## src/rtl/mlkem_basemul_row_accumulate_defines.svh

```systemverilog
// Assertion macros shared by the ML-KEM base multiplication RTL.
// Each macro expects clk_i and rst_ni to be visible where it is used.
`ifndef MLKEM_BASEMUL_ROW_ACCUMULATE_DEFINES_SVH
`define MLKEM_BASEMUL_ROW_ACCUMULATE_DEFINES_SVH

// The consequent must hold in the same cycle as the antecedent.
`define MBRA_ASSERT_SAME(lbl, ante, cons, msg) \
  lbl: assert property (@(posedge clk_i) disable iff (!rst_ni) (ante) |-> (cons)) \
    else $error(msg);

// The consequent must hold a fixed number of cycles after the antecedent.
`define MBRA_ASSERT_DELAY(lbl, ante, dly, cons, msg) \
  lbl: assert property (@(posedge clk_i) disable iff (!rst_ni) \
    (ante) |-> ##dly (cons)) else $error(msg);

`endif

```

## src/rtl/mbra_pkg.sv

```systemverilog
`default_nettype none

package mbra_pkg;

  localparam int unsigned CoefW = 12;
  localparam int unsigned IdxW  = 7;

  typedef logic [CoefW-1:0] coef_t;
  typedef logic [IdxW-1:0]  idx_t;

  localparam coef_t Q = 12'd3329;

  // Zetas of index 64 to 127 in the bit-reversed order of the standard.
  localparam coef_t ZetaTab [64] = '{
    12'd17,   12'd2761, 12'd583,  12'd2649, 12'd1637, 12'd723,  12'd2288, 12'd1100,
    12'd1409, 12'd2662, 12'd3281, 12'd233,  12'd756,  12'd2156, 12'd3015, 12'd3050,
    12'd1703, 12'd1651, 12'd2789, 12'd1789, 12'd1847, 12'd952,  12'd1461, 12'd2687,
    12'd939,  12'd2308, 12'd2437, 12'd2388, 12'd733,  12'd2337, 12'd268,  12'd641,
    12'd1584, 12'd2298, 12'd2037, 12'd3220, 12'd375,  12'd2549, 12'd2090, 12'd1645,
    12'd1063, 12'd319,  12'd2773, 12'd757,  12'd2099, 12'd561,  12'd2466, 12'd2594,
    12'd2804, 12'd1092, 12'd403,  12'd1026, 12'd1143, 12'd2150, 12'd2775, 12'd886,
    12'd1722, 12'd1212, 12'd1874, 12'd1029, 12'd2110, 12'd2935, 12'd885,  12'd2154
  };

  // Twiddle of a pair: the zeta for even pairs, its negation for odd pairs.
  function automatic coef_t gamma_of(input idx_t idx);
    coef_t z;
    z = ZetaTab[idx[IdxW-1:1]];
    return idx[0] ? coef_t'(Q - z) : z;
  endfunction

endpackage

`default_nettype wire

```

## src/rtl/mbra_modq.sv

```systemverilog
`default_nettype none

module mbra_modq #(
  parameter int unsigned W = 27
) (
  input  wire logic                 clk_i,
  input  wire logic                 rst_ni,
  input  wire logic                 valid_i,
  input  wire logic [W-1:0]         x_i,
  output logic                      valid_o,
  output mbra_pkg::coef_t           r_o
);
  import mbra_pkg::*;

  // Barrett reduction: the quotient estimate is low by at most one.
  localparam int unsigned K  = W + CoefW;
  localparam int unsigned TW = W - CoefW + 1;
  localparam logic [63:0] Mu = (64'd1 << K) / 64'd3329;

  logic [2*W:0]   prod;
  logic           va_q;
  logic [W-1:0]   x_q;
  logic [TW-1:0]  t_q;
  logic [W-1:0]   rem;
  logic [CoefW:0] rem_s;
  coef_t          r_d;
  coef_t          r_q;
  logic           vb_q;

  assign prod = (2*W+1)'(x_i) * (2*W+1)'(Mu[W:0]);

  always_ff @(posedge clk_i or negedge rst_ni) begin
    if (!rst_ni) begin
      va_q <= 1'b0;
      vb_q <= 1'b0;
    end else begin
      va_q <= valid_i;
      vb_q <= va_q;
    end
  end

  always_ff @(posedge clk_i) begin
    x_q <= x_i;
    t_q <= prod[K +: TW];
  end

  assign rem   = x_q - W'(W'(t_q) * W'(Q));
  assign rem_s = rem[CoefW:0];

  always_comb begin
    if (rem_s >= (CoefW+1)'(Q)) begin
      r_d = coef_t'(rem_s - (CoefW+1)'(Q));
    end else begin
      r_d = rem_s[CoefW-1:0];
    end
  end

  always_ff @(posedge clk_i) begin
    r_q <= r_d;
  end

  assign valid_o = vb_q;
  assign r_o     = r_q;

endmodule

`default_nettype wire
```

## config.mk

```make
export PLATFORM = sky130hd
export DESIGN_NAME = mbra_modq
export DESIGN_NICKNAME = d
export VERILOG_FILES = /design/src/rtl/mlkem_basemul_row_accumulate_defines.svh /design/src/rtl/mbra_pkg.sv /design/src/rtl/mbra_modq.sv
export SDC_FILE = /design/constraint.sdc
export NUM_CORES = 1
export LEC_CHECK = 0
export BUFFER_PORTS_ARGS = -buffer_cell sky130_fd_sc_hd__buf_2
export CAP_MARGIN = 20
export CORE_MARGIN = 2
export CORE_UTILIZATION = 65
export DETAILED_ROUTE_END_ITERATION = 10
export MAX_ROUTING_LAYER = met4
export PLACE_DENSITY = 0.9
export SYNTH_ARGS = -nofsm -noshare
export SYNTH_HDL_FRONTEND = slang
export SYNTH_SLANG_ARGS = --single-unit
```

## constraint.sdc

```tcl
create_clock -name clk_i -period 7.4 [get_ports clk_i]
set_input_delay 0 -clock clk_i [delete_from_list [all_inputs] [get_ports clk_i]]
set_output_delay 0 -clock clk_i [all_outputs]
set_load 0.01 [all_outputs]
```

==> metrics.md <==
| Metric | Value |
|---|---|
| Detailed Route Iter0 Violations | `580` |
| Mapped Cells | `1530` |
| Post-synth EDFFs | `0` |
| Hold Crit Class | `in -> reg` |
| Row cnt | `56` |
| Cell mode on critical path | `fa_1` |
| Clock insertion delay at the later pin of the skew report | `290 ps` |
| Top cells by area, synth | `fa_1 (45%), ha_1 (24%), inv_1 (14%)` |
| Slowest stage cell, crit path | `fa_1` |
| Clock buffer depth | `2` |
| Hold slack | `-4.11 ps` |
| Worst-path clk slew | `70 ps` |
| Gpl congestion | `1.06` |
| Post-route ant nets | `0` |
| R2r startpoint | `x_q[3]` |
| Top-area cell type share of the netlist area | `44.8%` |
| Area growth syn-to-layout | `5.36%` |
| Cell Area, Synth | `0.0153 mm2` |
| Worst hold path depth | `1` |
| Final setup viols | `0` |
| Layout cell share with drive strength beyond 1 | `3.66%` |
| Post-synthesis register bit count | `40` |
| Max-slew violation count | `0` |
| Die area | `0.0247 mm2` |
| Clock skew | `13.5 ps` |
| Register Area | `811 um2` |
| FFs w/ async S/R, synth | `5.00%` |
| GRT Util Overall | `35.0%` |
| Minimum clock period | `6650 ps` |
| Starting Density | `65.6%` |
| R2r setup slk | `2480 ps` |
| RSZ-0062 raised after global routing | `false` |
| Setup crit end kind | `flop` |
| DR DRC count | `0` |
| CP Max Fanout | `9` |
| Post-synth top cells | `inv_1 (567), fa_1 (341), ha_1 (289)` |
| WS Path Type | `in -> reg` |
| Top FF cell, synth | `dfxtp_1` |
| Worst EP required | `7610 ps` |
| Post_cts resized | `0` |
| Largest net degree at the start of global routing | `15` |
| Arr. time, crit path | `6860 ps` |
| Setup TNS | `0 ps` |
| Highest clock rate | `150 MHz` |
| Hold Path Sink | `x_q[11]` |
| CP top delay family | `adder cells` |
| Global-route layer with the greatest usage | `met2` |
| Fill count | `1767` |
| Max-cap violations | `0` |
| Sinks on Clock Net | `40` |
| Mapped Nets | `2190` |
| DP HPWL | `35900 um` |
| Area of the multi-input gates | `0.0123 mm2` |
| Routed WL | `38800 um` |
| Cts bufs inserted | `5` |
| Yosys top cell by area | `fa_1` |
| CTS Root Cell | `clkbuf_16` |
| Relative slew slack | `41.0%` |
| Vias in the first global route | `11600` |
| Detail-routed via count per cell | `5.46` |
| Max incr delay on CP | `590 ps` |
| Vias | `10400` |
| I/O Pins | `43` |
| Die height | `157 um` |
| Met1 Resource Use GR | `41.3%` |
| Worst-Margin Slew | `879 ps` |
| GRT met3 Usage | `4.71%` |
| Core area | `0.0233 mm2` |
| Nets | `2242` |
| Reg2reg path depth | `15` |
| Top-count cell post-synth | `inv_1` |
| Failing checks | `hold timing` |
| H-tree levels | `2` |
| Yosys warning count | `0` |
| Sequential share of the synthesized area | `5.32%` |
| Met2 usage | `59.0%` |
| Worst flop-to-flop path endpoint | `r_o[7]` |
| Final period util | `89.9%` |
| CTS tree | `built` |
| Min-delay src | `x_i[11]` |
| CP Launch Type | `primary input` |
| Die width | `157 um` |
| Routed length per instance | `20.4 um` |
| Status | `finished with violations` |
| Antenna diodes | `0` |
| 1st-pass router iterations | `5` |
| Grt total ovfl | `0` |
| CP Cell Sequence | `dlygate4sd3_1 -> buf_2 -> fa_1 -> inv_1 -> fa_1 -> fa_1 -> fa_1 -> fa_1 -> inv_1 -> fa_1 -> inv_1 -> fa_1 -> inv_1 -> ha_1 -> nand4_1 -> nor2_1 -> o211ai_1 -> a31oi_1 -> o31ai_1 -> o21ai_0 -> o41ai_1 -> xnor2_1` |
| Syn avg cell area | `9.97 um2` |
| Initial antenna violation count | `0` |
| I/O Buffers | `42` |
| WP buf/inv | `6` |
| Final hold viol count | `1` |
| Unique masters post-synth | `57` |
| First-pass GRT wire length | `62200 um` |
==> registers in the layout (all words and copies together), names as in the netlist <==
register	cells
va_q	1
x_q	13
r_o	12
valid_o	1
t_q	13
==> area by class of cell <==
type,count,share of cell area (%)
Sequential cell,40,5.05
Timing Repair Buffer,46,1.56
Inverter,567,13.2
Tap cell,319,2.48
Multi-Input combinational cell,922,76.6
Clock inverter,3,0.288
Clock buffer,5,0.779
==> cell families after synthesis <==
logic type / share of synthesized area [%]
compound gates: 5.59
flops: 5.32
simple gates: 3.86
buf+inv: 14.0
xor+xnor: 2.58
mux: 0.205
fa+ha+maj: 68.5
==> cells in the final DEF (no fill, tap or decap), drive strengths merged, types with 23 or more instances in the layout <==
cell	count
a21oi	37
nor2	28
buf	42
fa	341
ha	289
dfxtp	38
o21ai	23
inv	568
nand2	31
xnor2	33
==> worst max-delay path by stage <==
stage               startpoint     end  slack (ps)  depth (start not counted)
floorplan              x_i[18]  t_q[7]        1700                         21
global placement       x_i[18]  t_q[7]         880                         22
detailed placement     x_i[18]  t_q[6]         720                         22
CTS                    x_i[12]  t_q[6]         790                         22
global route           x_i[12]  t_q[6]         440                         22
finish                 x_i[12]  t_q[6]         750                         22
==> per-layer routing <==
layer / up-vias / wire, um
met5: - / 0
met4: 0 / 2410
met3: 126 / 2030
met1: 5197 / 15100
li1: 4694 / -
met2: 364 / 19200
==> per-stage QoR <==
| step | cells | hold WS [ps] | worst slack, ps | utilization [%] | instance area [um2] |
|---|---|---|---|---|---|
| after floorplan | 1530 | -296 | 1700 | - | 15300 |
| after global placement | 1890 | -216 | 879 | 68.2 | 15900 |
| after detailed placement | 1890 | -214 | 718 | 68.2 | 15900 |
| after CTS | 1902 | 0.104 | 788 | 69.1 | 16100 |
| after global routing | 1902 | 3.45 | 436 | 69.1 | 16100 |
| final | 1902 | -4.11 | 750 | 69.1 | 16100 |
==> timing repair <==
action,4_1_cts,5_1_grt
setup buffers,0,0
setup endpoints to repair,0,0
endpoints found under the hold margin,5,0
hold buffers,4,0
Power is not shown: default switching activity piles up to over one toggle a cycle in this logic, so the estimate is an artifact.
